==> src/rtl/iccc_pkg.sv <==
// Package for the IPv4 ICMP checksum checker: beat types, status codes,
// constants and the ones' complement add. No dependencies.
package iccc_pkg;

    // Fewest ICMP bytes a datagram must carry beyond its IP header.
    localparam int unsigned MIN_ICMP_BYTES = 8;

    // Smallest legal IP header in bytes (IHL of five).
    localparam logic [5:0] MIN_HDR_BYTES = 6'd20;

    typedef enum logic [1:0] {
        ST_VALID     = 2'd0,
        ST_SHORT     = 2'd1,
        ST_MISMATCH  = 2'd2,
        ST_LEN_ERROR = 2'd3
    } t_status;

    typedef struct packed {
        logic [7:0] data_byte;
        logic       last_byte;
    } t_in_beat;

    typedef struct packed {
        t_status     status;
        logic [5:0]  header_length;
        logic [15:0] icmp_length;
        logic [15:0] computed_checksum;
        logic [15:0] received_checksum;
    } t_out_beat;

    // Ones' complement add of two 16-bit words with end-around carry.
    function automatic logic [15:0] oc_add(input logic [15:0] a, input logic [15:0] b);
        logic [16:0] s;
        begin
            s = {1'b0, a} + {1'b0, b};
            return s[15:0] + {15'd0, s[16]};
        end
    endfunction

endpackage

==> src/rtl/ipv4_icmp_checksum_checker_top.sv <==
// IPv4 ICMP checksum checker, top level.
// Depends on iccc_pkg for beat types, status codes and the ones' complement add.
//
// Result path: the final input beat is held in the input register and, once the
//   result register is free, moves into it; the result beat is offered from there.
// Throughput: one input beat per cycle, sustained, set by the combinational
//   add and fold on the running sum; a final byte held by a full result
//   register stalls the input until that register frees.
// Reset: i_rst_n is synchronous and active low; it empties both registers
//   and clears the per-datagram state (byte count, lengths, sum, checksum).
module ipv4_icmp_checksum_checker_top (
    input  logic              i_clk,
    input  logic              i_rst_n,
    input  logic              i_in_valid,
    output logic              o_in_stall,
    input  iccc_pkg::t_in_beat  i_in_data,
    output logic              o_out_valid,
    input  logic              i_out_stall,
    output iccc_pkg::t_out_beat o_out_data
);

    // Input register: holds one accepted byte until it is folded into the state.
    logic               r_in_valid;
    iccc_pkg::t_in_beat r_in;

    // Result register.
    logic                r_out_valid;
    iccc_pkg::t_out_beat r_out;
    iccc_pkg::t_out_beat n_out;

    // Per-datagram state.
    logic [15:0] r_byte_count, n_byte_count;
    logic [5:0]  r_ihl, n_ihl;
    logic [15:0] r_total_len, n_total_len;
    logic [15:0] r_sum, n_sum;
    logic [7:0]  r_hold, n_hold;
    logic        r_odd, n_odd;
    logic [15:0] r_saved_csum, n_saved_csum;

    logic        out_free;
    logic        in_go;
    logic        in_take;
    logic [15:0] idx;
    logic [7:0]  data;
    logic [15:0] csum_hi_idx;
    logic [15:0] csum_lo_idx;
    logic        in_region;
    logic [7:0]  word_byte;
    logic [15:0] final_sum;
    logic [15:0] computed;
    logic [16:0] received;
    logic [16:0] short_limit;

    // The result register can take a new beat when empty or when its beat leaves now.
    assign out_free = !r_out_valid || !i_out_stall;

    // A held byte moves on unless it ends a datagram and the result register is full.
    assign in_go   = r_in_valid && (!r_in.last_byte || out_free);
    assign in_take = i_in_valid && !o_in_stall;

    assign o_in_stall  = r_in_valid && !in_go;
    assign o_out_valid = r_out_valid;
    assign o_out_data  = r_out;

    assign idx  = r_byte_count;
    assign data = r_in.data_byte;

    always_comb begin
        // Header fields; the length captured on this byte is already in effect.
        n_ihl       = (idx == 16'd0) ? {data[3:0], 2'b00} : r_ihl;
        n_total_len = r_total_len;
        if (idx == 16'd2) begin
            n_total_len = {data, r_total_len[7:0]};
        end
        if (idx == 16'd3) begin
            n_total_len = {r_total_len[15:8], data};
        end

        // The ICMP checksum field sits at the third and fourth byte past the header.
        csum_hi_idx  = {10'd0, n_ihl} + 16'd2;
        csum_lo_idx  = {10'd0, n_ihl} + 16'd3;
        n_saved_csum = r_saved_csum;
        if (idx == csum_hi_idx) begin
            n_saved_csum = {data, r_saved_csum[7:0]};
        end
        if (idx == csum_lo_idx) begin
            n_saved_csum = {r_saved_csum[15:8], data};
        end

        // Sum the ICMP region as big-endian words, checksum field as zero.
        in_region = (n_ihl >= iccc_pkg::MIN_HDR_BYTES) && (idx >= {10'd0, n_ihl})
                    && (idx < n_total_len);
        word_byte = (idx == csum_hi_idx || idx == csum_lo_idx) ? 8'd0 : data;
        n_sum  = r_sum;
        n_hold = r_hold;
        n_odd  = r_odd;
        if (in_region) begin
            if (!r_odd) begin
                n_hold = word_byte;
                n_odd  = 1'b1;
            end else begin
                n_sum = iccc_pkg::oc_add(r_sum, {r_hold, word_byte});
                n_odd = 1'b0;
            end
        end

        n_byte_count = (r_byte_count != 16'hffff) ? r_byte_count + 16'd1 : r_byte_count;

        // Closing the datagram: pad an odd trailing byte with a zero low byte.
        final_sum   = n_odd ? iccc_pkg::oc_add(n_sum, {n_hold, 8'd0}) : n_sum;
        computed    = ~final_sum;
        received    = {1'b0, idx} + 17'd1;
        short_limit = {11'd0, n_ihl} + 17'(iccc_pkg::MIN_ICMP_BYTES);

        n_out.header_length     = n_ihl;
        n_out.icmp_length       = (n_total_len >= {10'd0, n_ihl})
                                  ? n_total_len - {10'd0, n_ihl} : 16'd0;
        n_out.computed_checksum = computed;
        n_out.received_checksum = n_saved_csum;
        if (received < short_limit) begin
            n_out.status = iccc_pkg::ST_SHORT;
        end else if (n_ihl < iccc_pkg::MIN_HDR_BYTES || n_total_len < {10'd0, n_ihl}
                     || {1'b0, n_total_len} > received) begin
            n_out.status = iccc_pkg::ST_LEN_ERROR;
        end else if (computed != n_saved_csum) begin
            n_out.status = iccc_pkg::ST_MISMATCH;
        end else begin
            n_out.status = iccc_pkg::ST_VALID;
        end
    end

    // Input register and handshake state.
    always_ff @(posedge i_clk) begin
        if (!i_rst_n) begin
            r_in_valid <= 1'b0;
        end else if (in_take) begin
            r_in_valid <= 1'b1;
        end else if (in_go) begin
            r_in_valid <= 1'b0;
        end
        if (in_take) begin
            r_in <= i_in_data;
        end
    end

    // Datagram state: advances on every processed beat, clears after the final one.
    always_ff @(posedge i_clk) begin
        if (!i_rst_n) begin
            r_byte_count <= 16'd0;
            r_ihl        <= 6'd0;
            r_total_len  <= 16'd0;
            r_sum        <= 16'd0;
            r_hold       <= 8'd0;
            r_odd        <= 1'b0;
            r_saved_csum <= 16'd0;
        end else if (in_go) begin
            if (r_in.last_byte) begin
                r_byte_count <= 16'd0;
                r_ihl        <= 6'd0;
                r_total_len  <= 16'd0;
                r_sum        <= 16'd0;
                r_hold       <= 8'd0;
                r_odd        <= 1'b0;
                r_saved_csum <= 16'd0;
            end else begin
                r_byte_count <= n_byte_count;
                r_ihl        <= n_ihl;
                r_total_len  <= n_total_len;
                r_sum        <= n_sum;
                r_hold       <= n_hold;
                r_odd        <= n_odd;
                r_saved_csum <= n_saved_csum;
            end
        end
    end

    // Result register.
    always_ff @(posedge i_clk) begin
        if (!i_rst_n) begin
            r_out_valid <= 1'b0;
        end else if (in_go && r_in.last_byte) begin
            r_out_valid <= 1'b1;
        end else if (!i_out_stall) begin
            r_out_valid <= 1'b0;
        end
        if (in_go && r_in.last_byte) begin
            r_out <= n_out;
        end
    end

endmodule
==> config.mk <==
export PLATFORM = sky130hd
export DESIGN_NAME = ipv4_icmp_checksum_checker_top
export DESIGN_NICKNAME = d
export VERILOG_FILES = /design/src/rtl/iccc_pkg.sv /design/src/rtl/ipv4_icmp_checksum_checker_top.sv
export SDC_FILE = /design/constraint.sdc
export NUM_CORES = 1
export LEC_CHECK = 0
export ABC_AREA = 1
export BUFFER_PORTS_ARGS = -buffer_cell sky130_fd_sc_hd__buf_2
export CAP_MARGIN = 5
export CORE_ASPECT_RATIO = 0.7
export CORE_MARGIN = 2
export CORE_UTILIZATION = 50
export DETAILED_ROUTE_END_ITERATION = 10
export GPL_TIMING_DRIVEN = 0
export PLACE_DENSITY = 0.7
export SLEW_MARGIN = 20
export SYNTH_ARGS = -nofsm -noshare
export SYNTH_HDL_FRONTEND = slang
export SYNTH_SLANG_ARGS = --single-unit
==> constraint.sdc <==
create_clock -name i_clk -period 14.4 [get_ports i_clk]
set_input_delay 2.88 -clock i_clk [delete_from_list [all_inputs] [get_ports i_clk]]
set_output_delay 2.88 -clock i_clk [all_outputs]
set_load 0.03 [all_outputs]
==> results summary, run 1 <==
The y dimension of the die is around 130 microns. The critical path required time is roughly 15 ns. The minimum setup slack after placement is 4.44 ns.

The area inside the core boundary came out at roughly 22000 sq um. The design draws ~1000 uW. The number of buffer and inverter instances along the worst setup path is 6. The maximum level of the CTS H-tree came out at 4. During synthesis, Yosys emitted a total of 0 warnings. The family of cells with the greatest summed delay on the critical path is simple AND/OR/NAND/NOR gates. The run finished with clean final reports. Counting buffers and inverters, the worst setup path is 65 cells deep. The pin slew with the least headroom to its limit came out at 1.05 ns. The number of global-route vias before repair came to 9642. In this run the remaining antenna-violating nets after routing total 0. Across the run, the number of max-cap violations was 0. Adding up every negative setup slack in the final design gives 0 ns.

The detailed-route wire length per cell came out at 16.9 microns. The die area came out at ~23000 sq um. The detailed-placement wirelength estimate came out at 26.3 mm.

The floorplan has 45 rows. The clock sink total is between 100 and 150. The post-synthesis sequential element count came out at 146.

The number of failing setup endpoints in the final timing report is 0. The fraction of the cycle the final worst path needs came out at 72.4%. Across the VDD grid, the largest voltage drop is 0.0885 mV. Counting every net in the synthesized netlist gives ~1700.

In this run the worst hold path is classified as reg2reg. Buffers inserted to repair hold after CTS numbered 0. The global-route wire length before repair came out at roughly 53 mm.

The switching power summed over all nets is around 290 uW. The total standard cell area after synthesis came out at 10900 sq um. The cell sitting at the root of the clock tree is a sky130_fd_sc_hd__clkbuf_16. The power density over the cells is 82.1 nW/um^2. The final net count came out at 1764. The highest net fanout along the worst path is 10.

The number of primary I/O pins came out at 71. The number of buffers on the longest clock path is 2. The class of the most critical setup path is reg2reg. Buffers placed on the I/O ports in this run total 70. The first detailed-routing pass took 5 iterations. The cell type with the highest occurrence count on the critical path is sky130_fd_sc_hd__nand2_1.

TritonCTS built the clock tree. Sequential cells account for 44.4% of the total power. For this run, the leading register cell type out of synthesis is sky130_fd_sc_hd__dfxtp_1. Gates resized during post-CTS repair numbered 0. The peak per-stage delay on the critical path is about 0.45 ns. In this run the worst setup path begins at idx[0]. The most critical setup path has its endpoint at o_out_data[55]. The clock network accounts for a little under half of the total power. The starting utilization of the core area came out at just over 50%. The number of setup buffers added after CTS is 0. The final weighted congestion of routability-driven global placement came out at 0.935.

The share of the Yosys chip area taken by registers is 32.7%. The largest net degree at the start of global routing is 53. The clock period minus worst slack is 10.42 ns. After global routing the overflow that remains totals 0. The final routed DRC violation total came out at 0. The setup slack on the worst flop-to-flop path is roughly 4.0 ns.

The die width is 181 microns. The setup slack after layout is between 3 and 4 ns. Between clock sinks in the finished design, the worst skew comes to ~0.015 ns. The synthesis-to-layout area growth came out at 12.1%. The end-of-flow core utilization is a little under three fifths. Dividing the synthesized area by the synthesized cell count gives 6.92 sq um. The antenna diode count came out at 0. The leakage component of the power came out at 0.00580 uW. The highest-delay cell along the critical path is sky130_fd_sc_hd__nand4_1. The worst register-to-register path begins at idx[0]. The clock slew seen by the registers of the worst setup and hold paths is 0.07 ns. The maximum clock frequency is 0.0959 GHz. The number of cell instances on the worst register-to-register path came out at 65. STA classifies the critical path startpoint as a register. Headroom to the max-slew limit came out at 29.8%. Setup repair after global routing left no endpoint under its margin. The final-report max-slew violation count came out at 0.

The internal power consumption is 714 uW. The insertion delay to the later sink of the worst-skew pair came out at around 0.44 ns. The portion of total power attributed to combinational logic came out at 10.3%. The initial antenna violation count came out at 0. The layout cell share with drive strength beyond 1 is 13.1%. The initial detailed-routing violation count is 1270. Summing over every cut layer, the via total after detailed routing is 10800. Using the TritonRoute via totals, the vias-per-cell ratio works out to 5.52. The proportion of total power due to net switching came out at 28.9%. The number of hold violations in the final report came to 0. The async set-reset flop share out of synthesis is 0%. The synthesized instance count is 1578. In this run, synthesis inferred 65 flip-flops with an integrated enable. The distinct cell type count after synthesis came out at between 50 and 60. The endpoint identified for the worst register-to-register timing path is o_out_data[55]. Across all hold checks on the routed design, the worst slack comes to roughly 0.47 ns. For this block, the routed nets add up to 33.2 mm of wire. The global-route usage over all layers is 29.5%. The kind of capture point of the worst setup path is a register. The number of cells traversed by the worst hold path is 2. The number of buffers inserted during clock tree synthesis came out at 17. Data arrives at the worst endpoint at about 11 ns.
[through the flow]
stage,std cells,instance area (sq um)
floorplan,1578,10900
global placement,1930,11600
detailed placement,1931,11600
CTS,1963,12200
global route,1963,12200
finish,1963,12200
[state kept, by name (all words and copies together), names as in the netlist]
signal / cells
r_odd: 1
o_out_valid: 1
o_out_data: 56
r_ihl: 6
r_total_len: 16
r_saved_csum: 16
r_in: 1
r_sum: 16
r_in_valid: 1
data: 8
r_hold: 8
idx: 16
[worst min path at each step]
stage | from | endpoint | slack (ns)
floorplan | r_total_len[1] | r_total_len[1] | 0.44
global placement | r_total_len[1] | r_total_len[1] | 0.45
global route | r_total_len[1] | r_total_len[1] | 0.49
finish | r_total_len[5] | r_total_len[5] | 0.47
CTS | r_total_len[1] | r_total_len[1] | 0.47
detailed placement | r_total_len[1] | r_total_len[1] | 0.45
[worst min-delay path, cell delays in order, from the launching register on]
cell                      delay [ns]
sky130_fd_sc_hd__dfxtp_1        0.31
sky130_fd_sc_hd__nand2_1        0.06
sky130_fd_sc_hd__a21oi_1        0.05
[power by group through the flow]
stage	clock network, uW	registers [uW]	logic [uW]
global placement	0	455	97.9
finish	455	446	104
detailed placement	0	455	100
floorplan	0	459	62.2
global route	473	446	113
CTS	458	446	101
[area by class of cell]
| class | count | area, sq um |
|---|---|---|
| Multi-Input combinational cell | 1172 | 6340 |
| Buffer | 33 | 155 |
| Clock buffer | 17 | 425 |
| Inverter | 227 | 855 |
| Timing Repair Buffer | 71 | 378 |
| Sequential cell | 146 | 3570 |
| Fill cell | 2082 | 9330 |
| Clock inverter | 15 | 164 |
| Tap cell | 282 | 353 |
[synthesized netlist by cell type, drive strengths merged (4+ instances only)]
library cell / instances / area [sq um]
nor3: 16 / 80.1
nor4: 4 / 25.0
a211oi: 5 / 37.5
inv: 224 / 841
nor2: 131 / 602
o211ai: 4 / 35.0
buf: 6 / 50.0
nand3: 135 / 751
nand2: 512 / 2080
dfxtp: 81 / 1620
or2: 12 / 75.1
o21bai: 6 / 45.0
xnor2: 7 / 61.3
nand4: 24 / 163
xor2: 16 / 148
clkbuf: 27 / 105
mux2: 4 / 45.0
ha: 81 / 1010
o21a: 9 / 67.6
a21oi: 130 / 662
edfxtp: 65 / 1950
o21ai: 60 / 300
[routing by layer]
layer | GRT usage, % | up-vias | part of all wire, %
met5 | 0 | - | 0
met4 | 5.60 | 0 | 1.1
met3 | 6.87 | 34 | 12
met2 | 40.1 | 527 | 38
met1 | 47.0 | 4952 | 48
li1 | - | 5313 | -
[cells by family (layout without fill, tap and decap cells)]
| kind of cell | Yosys count | in the layout | synth area share, % |
|---|---|---|---|
| adder cells (fa/ha/maj) | 83 | 83 | 9.65 |
| AND/OR/NAND/NOR | 840 | 840 | 35.0 |
| buffers and inverters | 260 | 363 | 9.23 |
| multiplexers | 4 | 4 | 0.413 |
| flip-flops | 146 | 146 | 32.7 |
| XOR/XNOR | 23 | 23 | 1.91 |
| AO/OA/AOI/OAI | 222 | 222 | 11.1 |
[layout by cell type, fill, tap and decap left out, types with 12 or more instances in the layout]
cell / n
sky130_fd_sc_hd__a21oi_1: 127
sky130_fd_sc_hd__buf_2: 71
sky130_fd_sc_hd__clkbuf_1: 26
sky130_fd_sc_hd__clkbuf_16: 17
sky130_fd_sc_hd__dfxtp_1: 81
sky130_fd_sc_hd__edfxtp_1: 65
sky130_fd_sc_hd__ha_1: 81
sky130_fd_sc_hd__inv_1: 212
sky130_fd_sc_hd__nand2_1: 473
sky130_fd_sc_hd__nand2_2: 29
sky130_fd_sc_hd__nand3_1: 120
sky130_fd_sc_hd__nand3_2: 15
sky130_fd_sc_hd__nand4_1: 22
sky130_fd_sc_hd__nor2_1: 108
sky130_fd_sc_hd__nor2_2: 16
sky130_fd_sc_hd__nor3_1: 16
sky130_fd_sc_hd__o21ai_0: 51
sky130_fd_sc_hd__or2_2: 12
sky130_fd_sc_hd__xor2_1: 15
(Power assumes the default switching activity.)
==> inputs of run 2 (changes only) <==
Settings changed: ABC_AREA 1 to 0.
Clock period 14.4 ns to 10.2 ns, I/O delays scaled along.
==> run 2 against run 1 <==
Against the previous run: the run now ends with negative setup slack left; non-clock buffer count up 109; count of clock-buffer cells in the layout rose by 4; setup slack got worse by 4.8 ns; area after synthesis down 1.1%; worst hold slack improved by 0.052 ns; sequential cell count is the same; clock power increased by 46%; first-iteration DRC count is 23% higher; global-route usage up 2.4 points.
==> results summary, run 2 <==
The number of cells traversed by the worst hold path is 2 (unchanged). The power density over the cells is 106 nW/um^2 (+29%). The die width came out at 180 microns (-0.52%). The end-of-flow core utilization is 64.9% (+8.1 points). The clock slew seen by the registers of the worst setup and hold paths is 0.07 ns (about the same).

CTS placed an instance of sky130_fd_sc_hd__clkbuf_16 at the clock tree root. The post-detailed-route count of antenna-violating nets is 0 (unchanged). TritonCTS built the clock tree. The setup slack on the worst flop-to-flop path is -0.80 ns (-4.78 ns). The final cell count without fillers came out at 1699 (-13%). The minimum setup slack after placement was -2.45 ns (-6.90 ns). The die area came out at 22800 sq um (-1.0%). The Yosys warning count is 0 (unchanged). By area the synthesized netlist is led by sky130_fd_sc_hd__edfxtp_1 18%, sky130_fd_sc_hd__dfxtp_1 15%, sky130_fd_sc_hd__ha_1 9.4%. The count of hold-fix buffers inserted at cts came out at 0 (unchanged).

The peak per-stage delay on the critical path came out at 0.58 ns (+0.13 ns). The count of port buffers added during placement is 69 (-1.4%). The switching power summed over all nets came out at 374 uW (+29%). The hold-critical path endpoint is r_sum[15]. Setup repair after global routing could not meet its margin everywhere. The kind of capture point of the worst setup path is a register. The clock period minus worst slack came out at 11.00 ns (+0.581 ns). The area inside the core boundary was 21000 sq um (-2.7%). The routed via count divided by cell count is 6.28 (+14%). The routed via count came out at 10700 (-1.4%).

The clock sink total came to 146 (unchanged). The insertion delay to the later sink of the worst-skew pair came out at 0.45 ns (about the same). The highest ir drop seen on vdd is 0.117 mV (+32%). The final-report max-slew violation count is 0 (unchanged). The total standard cell area after synthesis is 10800 sq um (-1.1%). The startpoint of the tightest hold check path is r_sum[15].

The distinct cell type count after synthesis is 94 (+84%). The portion of total power attributed to combinational logic came out at 10.0% (-0.3 points). The global-route usage over all layers came out at 32.0% (+2.4 points).

The final weighted congestion of routability-driven global placement was 0.983 (+5.1%). The initial antenna violation count is 0 (unchanged). The setup TNS after final layout came out at -1.45 ns (-1.45 ns). The most instantiated flip-flop cell in the synthesis netlist is sky130_fd_sc_hd__dfxtp_1.

The highest-delay cell along the critical path is sky130_fd_sc_hd__or4_4. The number of enable-type register cells in the synthesized netlist came to 65 (unchanged). The global-route wire length before repair is 56.0 mm (+5.7%).

The async set-reset flop share out of synthesis came out at 0% (unchanged). The flow ran to the end, but the final reports show violations. The reported max-cap violation count was 0 (unchanged). The net count after synthesis came out at 1331 (-20%). The pin slew with the least headroom to its limit is 1.32 ns (+0.269 ns). The top cell types in the final layout, fill and taps aside, are 116 x sky130_fd_sc_hd__nand2_1, 82 x sky130_fd_sc_hd__buf_4, 75 x sky130_fd_sc_hd__dfxtp_1. The detailed-route wire length per cell is 22.3 microns (+32%). The synthesized design spends more area on one cell type than any other, namely sky130_fd_sc_hd__edfxtp_1. The proportion of total power due to net switching is 26.0% (-2.9 points). The flip-flop count of the largest register after layout came out at 56 (unchanged). The startpoint identified for the worst register-to-register timing path is idx[8]. The number of placement rows came to 44 (-2.2%). The number of primary I/O pins is 71 (unchanged). The class of the most critical setup path is reg2reg.

The number of hold violations in the final report is 0 (unchanged). The dominant cell by count in the synthesized netlist is sky130_fd_sc_hd__nand2_1. The largest net degree at the start of global routing was 30 (-43%).

The share of Yosys cell area claimed by the top area cell type came out at 18.1% (+0.19 points). Sorting the synthesized cells by how often they occur yields 119 x sky130_fd_sc_hd__nand2_1, 81 x sky130_fd_sc_hd__dfxtp_1, 81 x sky130_fd_sc_hd__ha_1. The final net count came out at 1506 (-15%). The clock skew came out at 0.0108 ns (-0.00454 ns).

The detailed-router iteration count before antenna repair was 6 (+1). The most common cell after layout, fill and taps aside is sky130_fd_sc_hd__nand2_1. The class of the tightest hold or removal check is reg2reg. The initial detailed-routing violation count came out at 1556 (+23%). The part of the total power dissipated in sequential elements came out at 43.6% (-0.8 points). The placed instance count is 1582 (-18%). The critical path required time is 10.39 ns (-4.21 ns). The detailed-placement wirelength estimate is 27.0 mm (+2.6%). The number of buffers inserted during clock tree synthesis came out at 17 (unchanged). The critical path startpoint category is a register. The leakage component of the power came to 0.00545 uW (-6.0%). The fraction of the cycle the final worst path needs came out at 108% (+36 points). The synthesized instance count is 1235 (-22%).

The total global routing overflow came out at 0 (unchanged). The antenna diode count came to 0 (unchanged). The y dimension of the die is 127 microns (-0.51%). The part of the power in the clock network came out at 46.3% (+1.0 points). The post-synthesis sequential element count is 146 (unchanged). The worst hold slack across all endpoints is 0.518 ns (+0.0523 ns). The number of buffers on the longest clock path is 2 (unchanged). The setup slack after layout is -0.805 ns (-4.78 ns).

The most numerous cell type found on the critical path is sky130_fd_sc_hd__ha_4. The data arrival time of the critical path is 11.19 ns (+0.57 ns). The layout cell share with drive strength beyond 1 is 23.4% (+10 points).

The worst register-to-register path ends at o_out_data[55]. The maximum level of the CTS H-tree was 4 (unchanged). The synthesis-to-layout area growth came out at 26.0%. The final routed DRC violation total was 0 (unchanged). The highest net fanout along the worst path is 6 (-4). The starting utilization of the core area is 51.5% (+0.87 points).

The number of cell instances on the worst register-to-register path is 53 (-18%). The number of global-route vias before repair is 9564 (-0.81%). The checks that failed: negative setup slack. The maximum clock frequency is 0.0909 GHz (-5.3%).

The portion of the post-synthesis area used by sequential elements came out at 33.1% (+0.35 points). The internal power consumption is 1060 uW (+49%). The relative max-transition margin is 11.1% (-19 points). The total detailed-routing wirelength came to 37.9 mm (+14%). The mean instance size in the synthesized netlist came out at 8.75 sq um (+26%). The number of failing setup endpoints in the final timing report came out at 6 (+6).
## run 2: changes by cell type after synthesis, sizes merged, moves of 23 or more
cell / change
a21oi: -79
a22oi: +39
and2: +45
inv: -156
mux2i: +23
nand2: -393
nand3: -100
nor2: -57
nor2b: +56
xnor2: +55
## run 2: worst max-delay path, delay by kind of cell, from the launching register on
kind	cells	cell delay, ns
fa+ha+maj	8	1.77
xor+xnor	4	0.70
simple gates	15	2.76
flops	1	0.36
buf+inv	8	1.32
mux	2	0.41
compound gates	16	3.40
## run 2: worst max path at each step
stage | startpoint | to | slack, ns | depth (start not counted)
after floorplan | idx[15] | o_out_data[55] | 0.003 | 55
after global placement | idx[0] | o_out_data[55] | -2.34 | 58
after detailed placement | idx[0] | o_out_data[55] | -2.45 | 58
after CTS | idx[12] | o_out_data[55] | -0.44 | 54
after global routing | idx[8] | o_out_data[55] | -1.14 | 53
final | idx[8] | o_out_data[55] | -0.80 | 53
## run 2: final cells by class
type,instances,area (sq um)
buffer,53,215
multi-input combinational,964,7480
clock buffer,21,450
clock inverter,11,153
timing repair buffer,160,1110
inverter,68,258
fill,1675,7370
sequential,146,3590
tap,276,345
## run 2: metal layers
layer	vias to the layer above	GRT usage, %	part of all wire, %
li1	4836	-	-
met1	5074	47.8	44
met2	705	42.6	39
met3	58	12.2	15
met4	2	7.60	1.6
met5	-	2.95	0.26
## run 2: through the flow
stage / power [uW] / instance area [sq um]
floorplan: 719 / 10900
global placement: 760 / 11600
detailed placement: 762 / 11600
CTS: 1430 / 13100
global route: 1470 / 13600
finish: 1440 / 13600
## run 2: kinds of logic (layout without fill, tap and decap cells)
logic type	count (synthesis)	in the layout	synth area share (%)
simple gates	459	459	22.7
fa+ha+maj	85	85	9.94
mux	36	36	3.52
xor+xnor	87	87	7.19
compound gates	297	297	19.1
buf+inv	125	313	4.42
flops	146	146	33.1
## run 2: repair_timing
item / 4_1_cts / 5_1_grt
pin swaps: 45 / 51
gates cloned: 0 / 0
resized for setup: 75 / 56
buffers inserted: 64 / 29
endpoints found under the setup margin: 17 / 14
## run 2: power by group through the flow
| stage | sequential [uW] | combinational [uW] | clock, uW |
|---|---|---|---|
| global route | 627 | 153 | 690 |
| global placement | 640 | 119 | 0 |
| CTS | 626 | 136 | 664 |
| detailed placement | 640 | 123 | 0 |
| finish | 627 | 144 | 665 |
| floorplan | 646 | 73.1 | 0 |
==> inputs of run 3 (changes only) <==
Settings changed: ABC_CLOCK_PERIOD_IN_PS from default to 10200, CELL_PAD_IN_SITES_DETAIL_PLACEMENT from default to 1, CELL_PAD_IN_SITES_GLOBAL_PLACEMENT from default to 1, CORE_UTILIZATION 50 to 48, PLACE_DENSITY 0.7 to 0.84, RECOVER_POWER from default to 25.
==> run 3 against run 2 <==
Against the previous run: the flow still finishes with violations (negative setup slack); fmax decreased by 2.7%; critical path depth fell by 3; via count is 10% higher; global-route usage increased by 5.3 points; die area rose by 4.1%; largest power group unchanged; highest routed layer unchanged.
==> results summary, run 3 (synthesis results as in run 2) <==
The flow ran to the end, but the final reports show violations. The final reports fail on negative setup slack. The insertion delay to the later sink of the worst-skew pair is 0.46 ns (about the same). The relative max-transition margin is 4.80% (-6.3 points). The post-detailed-route count of antenna-violating nets is 0 (unchanged).

The area inside the core boundary is 21900 sq um (+4.4%). The clock skew is 0.0148 ns (+0.00397 ns). The leakage component of the power came out at 0.00534 uW (-2.0%). The peak per-stage delay on the critical path is 0.81 ns (+0.23 ns). The maximum clock frequency came out at 0.0884 GHz (-2.7%).

The critical path is of the reg2reg type. The global-route wire length before repair is 66.7 mm (+19%). The layout cell share with drive strength beyond 1 came to 22.9% (-0.49 points). The pin slew with the least headroom to its limit was 1.39 ns (+0.0746 ns). The die area came out at 23700 sq um (+4.1%). The final net count is 1493 (-0.86%). The number of buffers inserted during clock tree synthesis is 17 (unchanged).

TritonCTS built the clock tree. The startpoint identified for the worst register-to-register timing path is idx[12]. The maximum level of the CTS H-tree is 4 (unchanged). The minimum setup slack after placement came out at -2.71 ns (-0.262 ns).

The starting utilization of the core area came out at 49.3% (-2.2 points). The antenna diode count came out at 0 (unchanged). The detailed-router iteration count before antenna repair is 7 (+1).

The number of failing setup endpoints in the final timing report is 14 (+8). The tightest min-delay check is of the reg2reg type. The detailed-route wire length per cell is 29.2 microns (+31%). The highest ir drop seen on vdd is 0.121 mV (+3.8%).

The power density over the cells came out at 108 nW/um^2 (+2.4%). The flip-flop count of the largest register after layout was 56 (unchanged). The setup slack on the worst flop-to-flop path came out at -1.12 ns (-0.31 ns). The detailed-placement wirelength estimate is 30.8 mm (+14%).

The most common cell after layout, fill and taps aside is sky130_fd_sc_hd__nand2_1. The critical path starts at idx[12]. The number of placement rows is 45 (+2.3%). The final routed DRC violation total is 0 (unchanged). The total power came to 1460 uW (+1.4%).

The highest net fanout along the worst path is 6 (unchanged). The number of global-route vias before repair was 11200 (+18%). The reported max-cap violation count came out at 0 (unchanged). Setup repair after global routing could not meet its margin everywhere.

The number of cell instances on the worst register-to-register path is 50 (-5.7%). On the critical path, the stage with the largest delay is an instance of sky130_fd_sc_hd__nor3_1. The clock sink total is 146 (unchanged). The initial antenna violation count is 1 (+1).

The y dimension of the die came out at 130 microns (+2.0%). The fraction of the cycle the final worst path needs came out at 111% (+3.0 points). The clock period minus worst slack is 11.32 ns (+0.311 ns). The count of port buffers added during placement came out at 69 (unchanged). The total detailed-routing wirelength came out at 49.3 mm (+30%). The critical path required time is 10.39 ns (about the same). The number of hold violations in the final report came to 0 (unchanged). The initial detailed-routing violation count came out at 1537 (-1.2%). In the layout the commonest cells are 117 x sky130_fd_sc_hd__nand2_1, 73 x sky130_fd_sc_hd__dfxtp_1, 72 x sky130_fd_sc_hd__buf_4. STA classifies the critical path endpoint as a register. The library cell used as clock root buffer is sky130_fd_sc_hd__clkbuf_16. The endpoint of the worst register-to-register path is o_out_data[55].

The setup slack after layout came out at -1.12 ns (-0.311 ns). The die width was 183 microns (+2.0%). The number of buffers on the longest clock path came out at 2 (unchanged). The clock slew seen by the registers of the worst setup and hold paths came out at 0.08 ns (about the same). Following the worst setup path forward leads to its endpoint at o_out_data[55].

The number of primary I/O pins is 71 (unchanged). Relative to the synthesized area, the layout overhead comes to 24.8%. The final weighted congestion of routability-driven global placement came to 0.965 (-1.9%). The largest net degree at the start of global routing is 32 (+6.7%).

The total global routing overflow came out at 0 (unchanged). The routed via count is 11800 (+10%). The data arrival time of the critical path came to 11.51 ns (+0.32 ns).

The routed via count divided by cell count came out at 6.97 (+11%). The critical path startpoint category is a register. In this design, the critical path's most frequently occurring cell is sky130_fd_sc_hd__ha_4. The final-report max-slew violation count came out at 0 (unchanged).

The global-route usage over all layers was 37.3% (+5.3 points).
run 3: cell count changes in the layout (fill, tap and decap cells not counted), moves of 2 or more:
cell	change
sky130_fd_sc_hd__clkinv_2	-2
sky130_fd_sc_hd__nor2_1	-2
sky130_fd_sc_hd__clkinvlp_4	+2
sky130_fd_sc_hd__dfxtp_1	-2
sky130_fd_sc_hd__clkbuf_1	-3
sky130_fd_sc_hd__buf_12	-3
sky130_fd_sc_hd__buf_4	-10
sky130_fd_sc_hd__dfxtp_2	+2
sky130_fd_sc_hd__o21ai_1	-2
run 3: metal layers:
layer / vias to the layer above / track usage, % / part of all wire, %
met5: - / 0 / 0.026
li1: 4811 / - / -
met1: 5671 / 50.6 / 39
met3: 278 / 11.4 / 13
met2: 1029 / 57.0 / 42
met4: 2 / 12.2 / 5.5
run 3: worst min path at each step:
stage               depth (start not counted)  startpoint  slack, ns         to
finish                                      2   r_sum[15]       0.52  r_sum[15]
global route                                2   r_sum[15]       0.54  r_sum[15]
CTS                                         2   r_sum[15]       0.50  r_sum[15]
detailed placement                          2   r_sum[15]       0.49  r_sum[15]
global placement                            2   r_sum[15]       0.49  r_sum[15]
floorplan                                   2   r_sum[15]       0.46  r_sum[15]
run 3: where the power goes:
group / switching, uW / total (uW) / internal [uW]
clock network: 303 / 672 / 368
logic: 106 / 157 / 50.7
registers: 8.58 / 627 / 618
run 3: timing repair:
item	4_1_cts	5_1_grt
gates resized for setup	81	45
endpoints found under the setup margin	17	17
hold buffers	0	0
setup buffers	54	26
pin swaps	49	53
run 3: cell type report:
cell class	instances	area, sq um
buffer	52	215
clock buffer	18	429
inverter	68	255
tap	282	353
fill	2472	8430
sequential	146	3590
multi-input combinational	964	7460
clock inverter	14	173
timing repair buffer	148	1000
run 3: worst max-delay path, delay by kind of cell, from the launching register on:
kind                       cells  cell delay (ns)
AOI/OAI and AO/OA             18             3.53
xor gates and xnor gates       2             0.47
adders and majority gates      7             1.80
buffers and inverters          4             0.58
DFF                            1             0.34
muxes                          1             0.28
and+or+nand+nor               18             4.03
run 3: through the flow:
| step | util (%) | instance area (sq um) | setup TNS [ns] | std cells | hold WS, ns |
|---|---|---|---|---|---|
| 2_1_floorplan | - | 10900 | 0 | 1235 | 0.461 |
| 4_1_cts | 59.6 | 13000 | -0.430 | 1669 | 0.503 |
| 6_report | 61.5 | 13500 | -3.68 | 1692 | 0.521 |
| 3_5_place_dp | 53.3 | 11700 | -24.34 | 1588 | 0.494 |
| 5_1_grt | 61.5 | 13500 | -5.29 | 1692 | 0.544 |
| 3_3_place_gp | 53.0 | 11600 | -19.78 | 1586 | 0.486 |
